--- config.mk ---
export PLATFORM = sky130hd
export DESIGN_NAME = pi_position_controller_unit_flat
export DESIGN_NICKNAME = d
export VERILOG_FILES = /design/src/hdl/pipc_pkg.sv /design/src/hdl/pipc_in_if.sv /design/src/hdl/pipc_out_if.sv /design/src/hdl/pi_position_controller_unit.sv /design/src/hdl/pipc_bit_divider.sv /design/src/flat_wrapper.sv
export SDC_FILE = /design/constraint.sdc
export NUM_CORES = 1
export LEC_CHECK = 0
export BUFFER_PORTS_ARGS = -buffer_cell sky130_fd_sc_hd__buf_4
export CAP_MARGIN = 20
export CORE_MARGIN = 1
export CORE_UTILIZATION = 29
export DETAILED_ROUTE_END_ITERATION = 10
export PLACE_DENSITY = 0.43
export REMOVE_ABC_BUFFERS = 1
export SETUP_SLACK_MARGIN = 0.02
export SYNTH_ARGS = -nofsm -noshare
export SYNTH_HDL_FRONTEND = slang
export SYNTH_SLANG_ARGS = --single-unit
--- constraint.sdc ---
create_clock -name i_clk -period 8.7 [get_ports i_clk]
set_input_delay 1.305 -clock i_clk [delete_from_list [all_inputs] [get_ports i_clk]]
set_output_delay 1.305 -clock i_clk [all_outputs]
set_load 0.05 [all_outputs]
--- src/hdl/pipc_pkg.sv ---
package pipc_pkg;

    localparam int ADC_W   = 12;
    localparam int POS_W   = 32;
    localparam int TIME_W  = 32;
    localparam int GAIN_W  = 16;
    localparam int DIR_W   = 2;
    localparam int CFG_W   = 16;
    localparam int CIDX_W  = 2;
    localparam int ERR_W   = 8;
    localparam int ACC_W   = 48;
    localparam int MCNT_W  = 4;

    localparam logic [CIDX_W-1:0] CFG_PROP_GAIN  = 2'd0;
    localparam logic [CIDX_W-1:0] CFG_INTEG_GAIN = 2'd1;
    localparam logic [CIDX_W-1:0] CFG_DIRECTION  = 2'd2;

    localparam logic signed [POS_W:0] ERR_UPPER     = 33'sd100;
    localparam logic signed [POS_W:0] ERR_LOWER     = -33'sd100;
    localparam logic signed [ERR_W-1:0] ERR_UPPER_SAT = 8'sd99;
    localparam logic signed [ERR_W-1:0] ERR_LOWER_SAT = -8'sd99;

    localparam logic [TIME_W-1:0] TIMER_WRAP = 32'hFFFF_FFFF;

    localparam logic signed [ACC_W-1:0] SAT_MAX = 48'sh0000_7FFF_FFFF;
    localparam logic signed [ACC_W-1:0] SAT_MIN = -48'sh0000_8000_0000;

    localparam logic [MCNT_W-1:0] MUL_ERR_LAST  = 4'(ERR_W - 1);
    localparam logic [MCNT_W-1:0] MUL_GAIN_LAST = 4'(GAIN_W - 1);

    typedef enum logic [2:0] {
        ST_IDLE,
        ST_DIV,
        ST_INT_MUL,
        ST_INT_SAT,
        ST_DRV_MUL,
        ST_EMIT
    } t_state;

    typedef struct packed {
        logic busy;
        logic done;
    } t_div_stat;

endpackage

--- src/hdl/pipc_in_if.sv ---
interface pipc_in_if;
    logic                                valid;
    logic                                ready;
    logic [pipc_pkg::ADC_W-1:0]          adc_sample;
    logic signed [pipc_pkg::POS_W-1:0]   encoder_count;
    logic [pipc_pkg::TIME_W-1:0]         timer_count;

    modport source (output valid, adc_sample, encoder_count, timer_count, input ready);
    modport sink   (input valid, adc_sample, encoder_count, timer_count, output ready);
endinterface

--- src/hdl/pipc_out_if.sv ---
interface pipc_out_if;
    logic                                valid;
    logic                                ready;
    logic signed [pipc_pkg::POS_W-1:0]   drive_value;
    logic                                enable_cmd;

    modport source (output valid, drive_value, enable_cmd, input ready);
    modport sink   (input valid, drive_value, enable_cmd, output ready);
endinterface

--- src/hdl/pi_position_controller_unit.sv ---
// pi position loop for one motor
// input channel i_in: one word per control sample with the converter setpoint,
// the encoder count and a free-running timer value. output channel o_out: one
// word with the saturated drive value and the enable flag.
// the first word after reset only captures the converter zero point and
// returns enable_cmd = 1 with drive_value = 0. later words return a drive
// update; a word whose timer shows no elapsed ticks gives no result and the
// block stays idle with the input ready. a drive update runs through the
// bit-serial divider for the elapsed ticks and the shared shift-add
// multiplier, one multiplier bit per cycle: first error times the divided
// ticks, then the integral times the integral gain.
// one word at a time is in work; the result sits in an output register, so
// the next word is accepted while it waits for the receiver. when the
// receiver stalls and the register is still full, the next finished result
// waits in the block and the input stays not ready.
// reset (synchronous, active low) clears the gains to zero, direction to 1,
// the integral, the timer history and the zero-point capture. unenforced, the
// user writes config through i_cfg_we/i_cfg_index/i_cfg_data only while idle.
module pi_position_controller_unit #(
    parameter int TIME_DIVISOR = 1000
) (
    input  logic                                  i_clk,
    input  logic                                  i_rst_n,
    input  logic                                  i_cfg_we,
    input  logic [pipc_pkg::CIDX_W-1:0]           i_cfg_index,
    input  logic [pipc_pkg::CFG_W-1:0]            i_cfg_data,
    pipc_in_if.sink                               i_in,
    pipc_out_if.source                            o_out
);

    typedef struct packed {
        logic in_ready;
        logic capture;
        logic update;
        logic div_start;
        logic load_int;
        logic mac_step;
        logic load_drv;
        logic emit;
    } t_ctl;

    pipc_pkg::t_state                          r_state;
    pipc_pkg::t_state                          n_state;
    t_ctl                                      w_ctl;

    logic signed [pipc_pkg::GAIN_W-1:0]        r_kp;
    logic signed [pipc_pkg::GAIN_W-1:0]        r_ki;
    logic signed [pipc_pkg::DIR_W-1:0]         r_dir;

    logic                                      r_started;
    logic [pipc_pkg::ADC_W-1:0]                r_pot_zero;
    logic signed [pipc_pkg::POS_W-1:0]         r_integral;
    logic [pipc_pkg::TIME_W-1:0]               r_last_time;
    logic signed [pipc_pkg::ERR_W-1:0]         r_err;
    logic                                      r_en_flag;

    logic signed [pipc_pkg::ACC_W-1:0]         r_acc;
    logic [pipc_pkg::ACC_W-1:0]                r_mcand;
    logic [pipc_pkg::GAIN_W-1:0]               r_mplier;
    logic [pipc_pkg::MCNT_W-1:0]               r_cnt;
    logic [pipc_pkg::MCNT_W-1:0]               r_last;

    logic                                      r_out_valid;
    logic signed [pipc_pkg::POS_W-1:0]         r_out_drive;
    logic                                      r_out_en;

    logic                                      w_in_acc;
    logic                                      w_slot_free;
    logic signed [pipc_pkg::ADC_W:0]           w_diff;
    logic signed [14:0]                        w_dir_x;
    logic signed [14:0]                        w_diff_x;
    logic signed [14:0]                        w_target;
    logic signed [pipc_pkg::POS_W:0]           w_err_full;
    logic signed [pipc_pkg::ERR_W-1:0]         w_err_clamp;
    logic [pipc_pkg::TIME_W-1:0]               w_elapsed;
    logic                                      w_elapsed_nz;
    logic                                      w_mul_last;
    logic [pipc_pkg::ACC_W-1:0]                w_addend;
    logic signed [pipc_pkg::ACC_W-1:0]         w_acc_step;
    logic signed [pipc_pkg::POS_W-1:0]         w_acc_sat;
    logic signed [pipc_pkg::GAIN_W+pipc_pkg::ERR_W-1:0] w_kp_err;

    pipc_pkg::t_div_stat                       w_div_stat;
    logic [pipc_pkg::TIME_W-1:0]               w_quot;

    pipc_bit_divider #(
        .DIVISOR (TIME_DIVISOR)
    ) u_div (
        .i_clk      (i_clk),
        .i_rst_n    (i_rst_n),
        .i_start    (w_ctl.div_start),
        .i_dividend (w_elapsed),
        .o_stat     (w_div_stat),
        .o_quotient (w_quot)
    );

    assign w_in_acc    = i_in.valid && w_ctl.in_ready;
    assign w_slot_free = !r_out_valid || o_out.ready;

    // target and clamped position error
    assign w_diff     = $signed({1'b0, i_in.adc_sample}) - $signed({1'b0, r_pot_zero});
    assign w_dir_x    = {{13{r_dir[pipc_pkg::DIR_W-1]}}, r_dir};
    assign w_diff_x   = {{2{w_diff[pipc_pkg::ADC_W]}}, w_diff};
    assign w_target   = w_dir_x * w_diff_x;
    assign w_err_full = {{18{w_target[14]}}, w_target}
                      - {i_in.encoder_count[pipc_pkg::POS_W-1], i_in.encoder_count};

    always_comb begin
        if (w_err_full > pipc_pkg::ERR_UPPER) begin
            w_err_clamp = pipc_pkg::ERR_UPPER_SAT;
        end else if (w_err_full < pipc_pkg::ERR_LOWER) begin
            w_err_clamp = pipc_pkg::ERR_LOWER_SAT;
        end else begin
            w_err_clamp = w_err_full[pipc_pkg::ERR_W-1:0];
        end
    end

    assign w_elapsed = (i_in.timer_count >= r_last_time)
                     ? (i_in.timer_count - r_last_time)
                     : (pipc_pkg::TIMER_WRAP - r_last_time + i_in.timer_count);
    assign w_elapsed_nz = (w_elapsed != '0);

    // shift-add multiplier, top multiplier bit carries negative weight
    assign w_mul_last = (r_cnt == r_last);
    assign w_addend   = r_mplier[0] ? r_mcand : '0;
    assign w_acc_step = w_mul_last ? (r_acc - $signed(w_addend))
                                   : (r_acc + $signed(w_addend));
    assign w_kp_err   = r_kp * r_err;

    always_comb begin
        if (r_acc > pipc_pkg::SAT_MAX) begin
            w_acc_sat = pipc_pkg::SAT_MAX[pipc_pkg::POS_W-1:0];
        end else if (r_acc < pipc_pkg::SAT_MIN) begin
            w_acc_sat = pipc_pkg::SAT_MIN[pipc_pkg::POS_W-1:0];
        end else begin
            w_acc_sat = r_acc[pipc_pkg::POS_W-1:0];
        end
    end

    // next state
    always_comb begin
        n_state = r_state;
        unique case (r_state)
            pipc_pkg::ST_IDLE: begin
                if (w_in_acc) begin
                    if (!r_started) begin
                        n_state = pipc_pkg::ST_EMIT;
                    end else if (w_elapsed_nz) begin
                        n_state = pipc_pkg::ST_DIV;
                    end
                end
            end
            pipc_pkg::ST_DIV: begin
                if (w_div_stat.done) begin
                    n_state = pipc_pkg::ST_INT_MUL;
                end
            end
            pipc_pkg::ST_INT_MUL: begin
                if (w_mul_last) begin
                    n_state = pipc_pkg::ST_INT_SAT;
                end
            end
            pipc_pkg::ST_INT_SAT: begin
                n_state = pipc_pkg::ST_DRV_MUL;
            end
            pipc_pkg::ST_DRV_MUL: begin
                if (w_mul_last) begin
                    n_state = pipc_pkg::ST_EMIT;
                end
            end
            pipc_pkg::ST_EMIT: begin
                if (w_slot_free) begin
                    n_state = pipc_pkg::ST_IDLE;
                end
            end
            default: begin
                n_state = pipc_pkg::ST_IDLE;
            end
        endcase
    end

    // control outputs
    always_comb begin
        w_ctl = '0;
        unique case (r_state)
            pipc_pkg::ST_IDLE: begin
                w_ctl.in_ready  = 1'b1;
                w_ctl.capture   = i_in.valid && !r_started;
                w_ctl.update    = i_in.valid && r_started;
                w_ctl.div_start = i_in.valid && r_started && w_elapsed_nz;
            end
            pipc_pkg::ST_DIV: begin
                w_ctl.load_int = w_div_stat.done;
            end
            pipc_pkg::ST_INT_MUL: begin
                w_ctl.mac_step = 1'b1;
            end
            pipc_pkg::ST_INT_SAT: begin
                w_ctl.load_drv = 1'b1;
            end
            pipc_pkg::ST_DRV_MUL: begin
                w_ctl.mac_step = 1'b1;
            end
            pipc_pkg::ST_EMIT: begin
                w_ctl.emit = w_slot_free;
            end
            default: begin
                w_ctl = '0;
            end
        endcase
    end

    always_ff @(posedge i_clk) begin
        if (!i_rst_n) begin
            r_state     <= pipc_pkg::ST_IDLE;
            r_kp        <= '0;
            r_ki        <= '0;
            r_dir       <= 2'sd1;
            r_started   <= 1'b0;
            r_pot_zero  <= '0;
            r_integral  <= '0;
            r_last_time <= '0;
            r_out_valid <= 1'b0;
            r_cnt       <= '0;
        end else begin
            r_state <= n_state;
            if (i_cfg_we) begin
                unique case (i_cfg_index)
                    pipc_pkg::CFG_PROP_GAIN:  r_kp  <= i_cfg_data;
                    pipc_pkg::CFG_INTEG_GAIN: r_ki  <= i_cfg_data;
                    pipc_pkg::CFG_DIRECTION:  r_dir <= i_cfg_data[pipc_pkg::DIR_W-1:0];
                    default: begin
                    end
                endcase
            end
            if (w_ctl.capture) begin
                r_started  <= 1'b1;
                r_pot_zero <= i_in.adc_sample;
            end
            if (w_ctl.capture || w_ctl.update) begin
                r_last_time <= i_in.timer_count;
            end
            if (w_ctl.load_drv) begin
                r_integral <= w_acc_sat;
            end
            if (w_ctl.load_int || w_ctl.load_drv) begin
                r_cnt <= '0;
            end else if (w_ctl.mac_step) begin
                r_cnt <= r_cnt + 1'b1;
            end
            if (w_ctl.emit) begin
                r_out_valid <= 1'b1;
            end else if (o_out.ready) begin
                r_out_valid <= 1'b0;
            end
        end
    end

    always_ff @(posedge i_clk) begin
        if (w_ctl.capture) begin
            r_acc     <= '0;
            r_en_flag <= 1'b1;
        end
        if (w_ctl.update) begin
            r_err     <= w_err_clamp;
            r_en_flag <= 1'b0;
        end
        if (w_ctl.load_int) begin
            r_acc    <= {{16{r_integral[pipc_pkg::POS_W-1]}}, r_integral};
            r_mcand  <= {16'b0, w_quot};
            r_mplier <= {{8{r_err[pipc_pkg::ERR_W-1]}}, r_err};
            r_last   <= pipc_pkg::MUL_ERR_LAST;
        end
        if (w_ctl.mac_step) begin
            r_acc    <= w_acc_step;
            r_mcand  <= {r_mcand[pipc_pkg::ACC_W-2:0], 1'b0};
            r_mplier <= {1'b0, r_mplier[pipc_pkg::GAIN_W-1:1]};
        end
        if (w_ctl.load_drv) begin
            r_acc    <= {{24{w_kp_err[23]}}, w_kp_err};
            r_mcand  <= {{16{w_acc_sat[pipc_pkg::POS_W-1]}}, w_acc_sat};
            r_mplier <= r_ki;
            r_last   <= pipc_pkg::MUL_GAIN_LAST;
        end
        if (w_ctl.emit) begin
            r_out_drive <= w_acc_sat;
            r_out_en    <= r_en_flag;
        end
    end

    assign i_in.ready        = w_ctl.in_ready;
    assign o_out.valid       = r_out_valid;
    assign o_out.drive_value = r_out_drive;
    assign o_out.enable_cmd  = r_out_en;

`ifndef SYNTH
    a_enable_zero: assert property (@(posedge i_clk) disable iff (!i_rst_n)
        (r_out_valid && r_out_en) |-> (r_out_drive == '0))
        else $error("enable word with nonzero drive");

    a_div_done_state: assert property (@(posedge i_clk) disable iff (!i_rst_n)
        w_div_stat.done |-> (r_state == pipc_pkg::ST_DIV))
        else $error("divider finished outside its phase");

    a_first_word: assert property (@(posedge i_clk) disable iff (!i_rst_n)
        (w_in_acc && !r_started) |=> (r_started && r_state == pipc_pkg::ST_EMIT))
        else $error("first word did not capture the zero point");

    a_err_range: assert property (@(posedge i_clk) disable iff (!i_rst_n)
        (r_state == pipc_pkg::ST_INT_MUL) |-> (r_err <= 8'sd100 && r_err >= -8'sd100))
        else $error("clamped error out of range");

    a_no_idle_div: assert property (@(posedge i_clk) disable iff (!i_rst_n)
        (r_state == pipc_pkg::ST_IDLE) |-> !w_div_stat.busy)
        else $error("divider busy while idle");
`endif

endmodule

--- src/hdl/pipc_bit_divider.sv ---
module pipc_bit_divider #(
    parameter int DIVISOR = 1000
) (
    input  logic                               i_clk,
    input  logic                               i_rst_n,
    input  logic                               i_start,
    input  logic [pipc_pkg::TIME_W-1:0]        i_dividend,
    output pipc_pkg::t_div_stat                o_stat,
    output logic [pipc_pkg::TIME_W-1:0]        o_quotient
);

    localparam int RW = $clog2(DIVISOR) + 1;
    localparam int CW = $clog2(pipc_pkg::TIME_W);
    localparam logic [RW:0]   DIV_EXT  = (RW+1)'(DIVISOR);
    localparam logic [CW-1:0] CNT_LAST = CW'(pipc_pkg::TIME_W - 1);

    logic                          r_busy;
    logic                          r_done;
    logic [CW-1:0]                 r_cnt;
    logic [pipc_pkg::TIME_W-1:0]   r_word;
    logic [RW-1:0]                 r_rem;

    logic [RW:0]                   w_trial;
    logic [RW:0]                   w_diff;
    logic                          w_qbit;
    logic [RW-1:0]                 n_rem;

    // one quotient bit per cycle, restoring form
    assign w_trial = {r_rem, r_word[pipc_pkg::TIME_W-1]};
    assign w_qbit  = (w_trial >= DIV_EXT);
    assign w_diff  = w_trial - DIV_EXT;
    assign n_rem   = w_qbit ? w_diff[RW-1:0] : w_trial[RW-1:0];

    always_ff @(posedge i_clk) begin
        if (!i_rst_n) begin
            r_busy <= 1'b0;
            r_done <= 1'b0;
            r_cnt  <= '0;
        end else begin
            r_done <= 1'b0;
            if (i_start) begin
                r_busy <= 1'b1;
                r_cnt  <= '0;
            end else if (r_busy) begin
                r_cnt <= r_cnt + 1'b1;
                if (r_cnt == CNT_LAST) begin
                    r_busy <= 1'b0;
                    r_done <= 1'b1;
                end
            end
        end
    end

    // dividend shifts out the top while quotient bits enter at the bottom
    always_ff @(posedge i_clk) begin
        if (i_start) begin
            r_word <= i_dividend;
            r_rem  <= '0;
        end else if (r_busy) begin
            r_word <= {r_word[pipc_pkg::TIME_W-2:0], w_qbit};
            r_rem  <= n_rem;
        end
    end

    assign o_stat.busy = r_busy;
    assign o_stat.done = r_done;
    assign o_quotient  = r_word;

endmodule
--- src/flat_wrapper.sv ---
// flat-port wrapper written by rule: the top's interface ports become plain ports
module pi_position_controller_unit_flat 
#(
    parameter int TIME_DIVISOR = 1000
)
  (i_clk, i_rst_n, i_cfg_we, i_cfg_index, i_cfg_data, i_in_valid, i_in_adc_sample, i_in_encoder_count, i_in_timer_count, i_in_ready, o_out_valid, o_out_drive_value, o_out_enable_cmd, o_out_ready);
  pipc_in_if i_in_i ();
  pipc_out_if o_out_i ();
  input  logic i_clk;
  input  logic i_rst_n;
  input  logic i_cfg_we;
  input  logic [pipc_pkg::CIDX_W-1:0] i_cfg_index;
  input  logic [pipc_pkg::CFG_W-1:0] i_cfg_data;
  input wire logic [$bits(i_in_i.valid)-1:0] i_in_valid;
  input wire logic [$bits(i_in_i.adc_sample)-1:0] i_in_adc_sample;
  input wire logic [$bits(i_in_i.encoder_count)-1:0] i_in_encoder_count;
  input wire logic [$bits(i_in_i.timer_count)-1:0] i_in_timer_count;
  output wire logic [$bits(i_in_i.ready)-1:0] i_in_ready;
  output wire logic [$bits(o_out_i.valid)-1:0] o_out_valid;
  output wire logic [$bits(o_out_i.drive_value)-1:0] o_out_drive_value;
  output wire logic [$bits(o_out_i.enable_cmd)-1:0] o_out_enable_cmd;
  input wire logic [$bits(o_out_i.ready)-1:0] o_out_ready;
  assign i_in_i.valid = i_in_valid;
  assign i_in_i.adc_sample = i_in_adc_sample;
  assign i_in_i.encoder_count = i_in_encoder_count;
  assign i_in_i.timer_count = i_in_timer_count;
  assign i_in_ready = i_in_i.ready;
  assign o_out_valid = o_out_i.valid;
  assign o_out_drive_value = o_out_i.drive_value;
  assign o_out_enable_cmd = o_out_i.enable_cmd;
  assign o_out_i.ready = o_out_ready;
  pi_position_controller_unit #(.TIME_DIVISOR(TIME_DIVISOR)) u_core (.i_clk(i_clk), .i_rst_n(i_rst_n), .i_cfg_we(i_cfg_we), .i_cfg_index(i_cfg_index), .i_cfg_data(i_cfg_data), .i_in(i_in_i), .o_out(o_out_i));
endmodule
==> results of run 1 <==
## worst register-to-register path: cells and delay by family, from the launching register on
family / cells / cell delay [ns]
xor gates and xnor gates: 1 / 0.32
buffers and inverters: 3 / 0.53
AOI/OAI and AO/OA: 20 / 3.79
adders and majority gates: 5 / 1.66
DFF: 1 / 0.35
and+or+nand+nor: 3 / 0.39
## logic make-up (layout without fill, tap and decap cells)
logic type | count (synthesis) | after routing | share of synthesized area [%]
AND/OR/NAND/NOR | 1046 | 1046 | 17.8
AO/OA/AOI/OAI | 801 | 801 | 19.2
buffers and inverters | 411 | 537 | 5.81
adder cells (fa/ha/maj) | 344 | 344 | 19.6
flip-flops | 324 | 324 | 30.5
XOR/XNOR | 159 | 159 | 5.09
multiplexers | 46 | 46 | 2.04
other | 0 | 1 | 0
## how the worst max path moves through the flow
stage                             from               to  slack [ns]  cells past startpoint
global route        i_in_adc_sample[0]  u_core.r_err[2]        0.13                     34
floorplan           i_in_adc_sample[0]  u_core.r_err[2]        0.39                     32
CTS                 i_in_adc_sample[0]  u_core.r_err[3]        0.68                     32
detailed placement  i_in_adc_sample[0]  u_core.r_err[4]        0.06                     32
global placement    i_in_adc_sample[0]  u_core.r_err[4]        0.17                     32
finish              i_in_adc_sample[0]  u_core.r_err[2]        0.85                     34
## cell usage after synthesis, types with 10 or more instances
cell / count / share of area [%]
a22oi_1: 15 / 0.41
nor3_1: 40 / 0.73
nand2_1: 457 / 6.3
ha_1: 204 / 9.3
or2_2: 11 / 0.25
and2_1: 95 / 2.2
a21oi_1: 158 / 2.9
nand2b_1: 41 / 0.94
o21ai_1: 11 / 0.20
o21bai_1: 35 / 0.96
a221o_1: 11 / 0.40
nor2b_1: 28 / 0.64
edfxtp_1: 185 / 20
clkbuf_1: 105 / 1.4
buf_2: 14 / 0.26
xor2_1: 52 / 1.7
xnor2_1: 107 / 3.4
dfxtp_1: 139 / 10
a311oi_1: 10 / 0.32
a21boi_0: 82 / 2.3
fa_1: 140 / 10
a31oi_1: 56 / 1.3
o21ai_0: 176 / 3.2
nand4_1: 29 / 0.66
inv_1: 278 / 3.8
o21a_1: 26 / 0.71
a21o_1: 100 / 2.7
o31ai_1: 16 / 0.44
nand3_1: 50 / 0.91
a211oi_1: 17 / 0.47
mux2_4: 19 / 1.0
mux2i_1: 26 / 0.95
o211ai_1: 18 / 0.49
and3_1: 14 / 0.32
nor2_1: 196 / 2.7
or3_1: 24 / 0.55
nor4_1: 18 / 0.41
## where the power goes
group | internal, mW | total, mW | switching, mW
clock network | 1.14 | 1.91 | 0.760
logic | 0.923 | 2.28 | 1.35
registers | 1.82 | 1.94 | 0.125
total | 3.88 | 6.12 | 2.24
## layout by cell type, fill, tap and decap left out, types with 52 or more instances in the layout
cell type,synthesis,layout
edfxtp_1,185,185
inv_1,278,278
a21boi_0,82,82
fa_1,140,140
nand2_1,457,456
a21o_1,100,100
ha_1,204,204
o21ai_0,176,176
a31oi_1,56,55
dfxtp_1,139,139
xor2_1,52,52
a21oi_1,158,158
and2_1,95,95
buf_4,0,177
nor2_1,196,194
xnor2_1,107,107
## sequential cells by signal (all words and copies together), names as in the netlist, 5 cells and up
signal and flops:
u_core.r_acc 48, u_core.r_mcand 48, u_core.o_out.drive_value 32, u_core.r_integral 32
u_core.r_last_time 32, u_core.u_div.o_quotient 32, u_core.r_ki 16, u_core.r_kp 16
u_core.r_mplier 16, u_core.r_pot_zero 12, u_core.u_div.r_rem 11, u_core.r_err 8
u_core.u_div.r_cnt 5
## final cells by class
cell class | instances | share of cell area (%)
Antenna cell | 1 | 0.00799
Sequential cell | 324 | 26.6
Clock buffer | 61 | 4.18
Timing Repair Buffer | 177 | 4.24
Clock inverter | 20 | 0.663
Multi-Input combinational cell | 2396 | 55.9
Inverter | 279 | 3.34
Tap cell | 1254 | 5.01
## metal layers
metal	wire length (um)	share of wire, %
met2	36300	45
met1	40500	50
met5	0	0
met4	1400	1.7
met3	2480	3.1
==> reports/metrics.cfg, run 1 <==
[synthesis]
ys_ff_latch = 324
yosysWarnings = 0
syn_inst = 3131
ys.flop_type = edfxtp_1
ys_types = 83
netlist_area_mm2 = 0.0273
synth_area_per_cell_um2 = 8.74
yosysSeqAreaShare_pct = 30.5
synth-edff-count = 185
synth-async-reset-ratio_pct = 0

[worst_setup_path]
cpMostUsedCell = a21oi_1
r2r_start = u_core.r_pot_zero[0]
crit_required_ns = 9.03
arrival_ns = 8.18
r2r_slack_ns = 1.38
rr_worst_depth = 32
r2r-end = u_core.r_err[2]
cp_top_family = compound AO/OA/AOI/OAI gates
worstPathMaxFanout = 7
slowest_delay_ns = 0.48
cp-end-kind = flip-flop
path_buf_inv = 5
crit_path_top_delay_cell = fa_1
path_class = in2reg
critPathLaunchType = input pin

[clock_tree]
clock-root-buffer = clkbuf_16
cts.sinks = 324
numCtsBuffers = 44
cts_resized = 0
cts.path.max_buffers = 3
htree_levels = 2
insertion_delay_ns = 0.60
cts_tree = built
holdBufCountCts = 0
cts.clk_slew.worst_paths_ns = 0.05
cts_setup_buffers = 0

[run_status]
outcome = complete, no violations

[job]
cap_violations = 0

[global_routing]
track_usage_pct = 17.1
top_usage_layer = met2
met3_usage_pct = 1.93
grt_max_degree = 67
met2_usage_pct = 27.7
antenna_found_initial = 1
overflow = 0
grt_pass1_vias = 22200
globalRouteMet1Util_pct = 24.3
grt_first_pass_wirelength_mm = 128

[sta]
fin_crit_sh_pct = 90.2
max_freq_mhz = 127
worst_pin_slew_ns = 1.03
slew_headroom_pct = 30.8
final.setup_skew_ns = 0.0312
holdWs_ns = 0.434
finalHoldViolations = 0
rsz0062_at_grt = false
setup_viol = 0
slew_viol_final = 0
final.setup.tns_ns = 0
period_needed_ns = 7.85
setup_slack_ns = 0.853

[pwr]
design_power_total_mw = 6.12
peakVddDrop_uv = 146
cellLeakagePower_nw = 13.2
cellPowerDensity_mw_per_mm2 = 196

[worst_hold_path]
worstHoldStart = u_core.r_en_flag
min_path_type = reg2reg
hold-path-endpoint = u_core.o_out.enable_cmd
holdPathStages = 0

[floorplan]
fp.coreArea_mm2 = 0.0933
dieArea_mm2 = 0.0955
rows = 112
die_y_um = 309
num_io_pins = 134
die_w_um = 309
initial_core_util_pct = 29.3

[cells_and_area]
design_area_mm2 = 0.0313
fin_nets = 3665
multi_input_area_mm2 = 0.0175
stdcell_count = 4512
fillers = 9918
synthToLayoutAreaGrowth_pct = 14.5
layout-drive-gt1-share_pct = 9.27
fin_util_pct = 33.6
regArea_mm2 = 0.00834

[route]
vias = 22100
vias_per_cell = 4.89
drt_iter0_drc = 1255
wl_per_cell_um = 17.9
drcViolationCount = 0
drtAntennaViolNets = 0
first_pass_iters = 5
wirelength_mm = 80.7

[placed_design]
post-place-ws_ns = 0.0581
placed_area_mm2 = 0.0298
placedCellCount = 4430
gp_congestion = 0.805
io_buffers = 133
dp_hpwl_mm = 60.5

Power figures use the tool's default switching activity.
==> inputs of run 2 (changes only) <==
Settings changed: RECOVER_POWER from default to 50, SKIP_LAST_GASP from default to 1.
==> reports/metrics.cfg, run 2 (synthesis results as in run 1) <==
[run_status]
outcome = finished, violations left
violations = capacitance limit, slew limit

[global_routing]
overflow = 0
antenna_found_initial = 1
grt_first_pass_wirelength_mm = 128
grt_max_degree = 67
grt_pass1_vias = 22200
track_usage_pct = 17.1

[sta]
max_freq_mhz = 127
final.setup.tns_ns = 0
rsz0062_at_grt = false
worst_pin_slew_ns = 4.16
fin_crit_sh_pct = 90.3
setup_viol = 0
finalHoldViolations = 0
slew_viol_final = 293
period_needed_ns = 7.86
final.setup_skew_ns = 0.0320
slew_headroom_pct = -178

[clock_tree]
clock-root-buffer = clkbuf_16
cts.path.max_buffers = 3
cts.clk_slew.worst_paths_ns = 0.05
htree_levels = 2
cts_tree = built
cts.sinks = 324
insertion_delay_ns = 0.60
cts_setup_buffers = 0
numCtsBuffers = 44

[floorplan]
num_io_pins = 134
rows = 112
die_y_um = 309
initial_core_util_pct = 29.3
fp.coreArea_mm2 = 0.0933
dieArea_mm2 = 0.0955
die_w_um = 309

[pwr]
cellLeakagePower_nw = 13.1
power_frac_clock_pct = 31.1
seqPwrFrac_pct = 31.8
cellPowerDensity_mw_per_mm2 = 197
p_sw_share_pct = 36.6
switchingPower_mw = 2.24
p_int_mw = 3.88
combPwrFrac_pct = 37.2
peakVddDrop_uv = 146

[route]
drtAntennaViolNets = 0
vias_per_cell = 4.90
wirelength_mm = 80.8
drt_iter0_drc = 1182
first_pass_iters = 5
vias = 22100
wl_per_cell_um = 17.9
drcViolationCount = 0

[cells_and_area]
final_cell_mix = 457 x nand2_1, 278 x inv_1, 204 x ha_1
stdcell_count = 4512
layout_commonest_cell = nand2_1
fin_nets = 3665
reg_top3 = u_core.r_acc x48, u_core.r_mcand x48
synthToLayoutAreaGrowth_pct = 13.9
fillers = 9945
layout-drive-gt1-share_pct = 7.95

[placed_design]
dp_hpwl_mm = 60.5
io_buffers = 133
placedCellCount = 4430
gp_congestion = 0.805

[worst_setup_path]
rr_worst_depth = 32
r2r_start = u_core.r_pot_zero[0]
r2r_slack_ns = 1.37
slowest_delay_ns = 0.48
crit_path_top_delay_cell = fa_1
path_class = in2reg
r2r-end = u_core.r_err[2]
cp-end-kind = flip-flop
cpMostUsedCell = a21oi_1
worstPathMaxFanout = 7
crit_required_ns = 9.03
critPathLaunchType = input pin
arrival_ns = 8.19

[worst_hold_path]
min_path_type = reg2reg
hold-path-endpoint = u_core.o_out.enable_cmd
worstHoldStart = u_core.r_en_flag
holdPathStages = 0

[job]
cap_violations = 6

run 2: changes by cell type in the layout (fill, tap and decap cells not counted), sizes merged:
| cell | previous run | this run |
|---|---|---|
| buf | 177 | 136 |
| clkbuf | 61 | 102 |
run 2: final cells by class:
class	instances	area [um^2]	share of cell area, %
Sequential cell	324	8340	26.8
Clock inverter	20	208	0.667
Antenna cell	1	2.50	0.00803
Inverter	279	1050	3.36
Tap cell	1254	1570	5.04
Clock buffer	61	1310	4.20
Multi-Input combinational cell	2396	17500	56.2
Timing Repair Buffer	177	1170	3.77
run 2: power groups by stage:
stage               Clock, mW  Combinational, mW  Sequential (mW)
floorplan                   0               1.64             1.96
global placement            0               2.31             1.97
detailed placement          0               2.29             1.97
CTS                      1.97               2.31             1.94
global route             2.02               2.58             1.96
finish                   1.90               2.28             1.94
run 2: routing by layer:
metal	up-vias	track usage (%)	share of wire, %
li1	11100	-	-
met1	10600	24.3	50
met2	329	27.7	45
met3	73	1.93	3.2
met4	0	3.55	1.7
met5	-	0	0
run 2: critical path, delay by kind of cell:
kind / cells / cell delay, ns
AOI/OAI and AO/OA: 20 / 3.79
adders and majority gates: 5 / 1.64
buffers and inverters: 5 / 0.69
and+or+nand+nor: 3 / 0.38
xor gates and xnor gates: 1 / 0.33
run 2: worst max-delay path by stage:
stage                     cells after the start              end               start
after floorplan                              32  u_core.r_err[2]  i_in_adc_sample[0]
after global placement                       32  u_core.r_err[4]  i_in_adc_sample[0]
after detailed placement                     32  u_core.r_err[4]  i_in_adc_sample[0]
after CTS                                    32  u_core.r_err[3]  i_in_adc_sample[0]
after global routing                         34  u_core.r_err[2]  i_in_adc_sample[0]
final                                        34  u_core.r_err[2]  i_in_adc_sample[0]
run 2: what timing repair did:
item                       4_1_cts  5_1_grt
hold buffers                     0        0
setup endpoints to repair        0        3
resized for setup                0        1
run 2: stage by stage:
stage                     hold WS, ns  power, mW  area, um^2  setup slack (ns)  util (%)
after floorplan                 0.408       3.60       26800             0.385         -
after global placement          0.420       4.28       29800             0.166      31.9
after detailed placement        0.426       4.26       29800            0.0581      31.9
after CTS                       0.439       6.22       31300             0.681      33.5
after global routing            0.463       6.56       31100             0.129      33.4
final                           0.434       6.12       31100             0.842      33.4
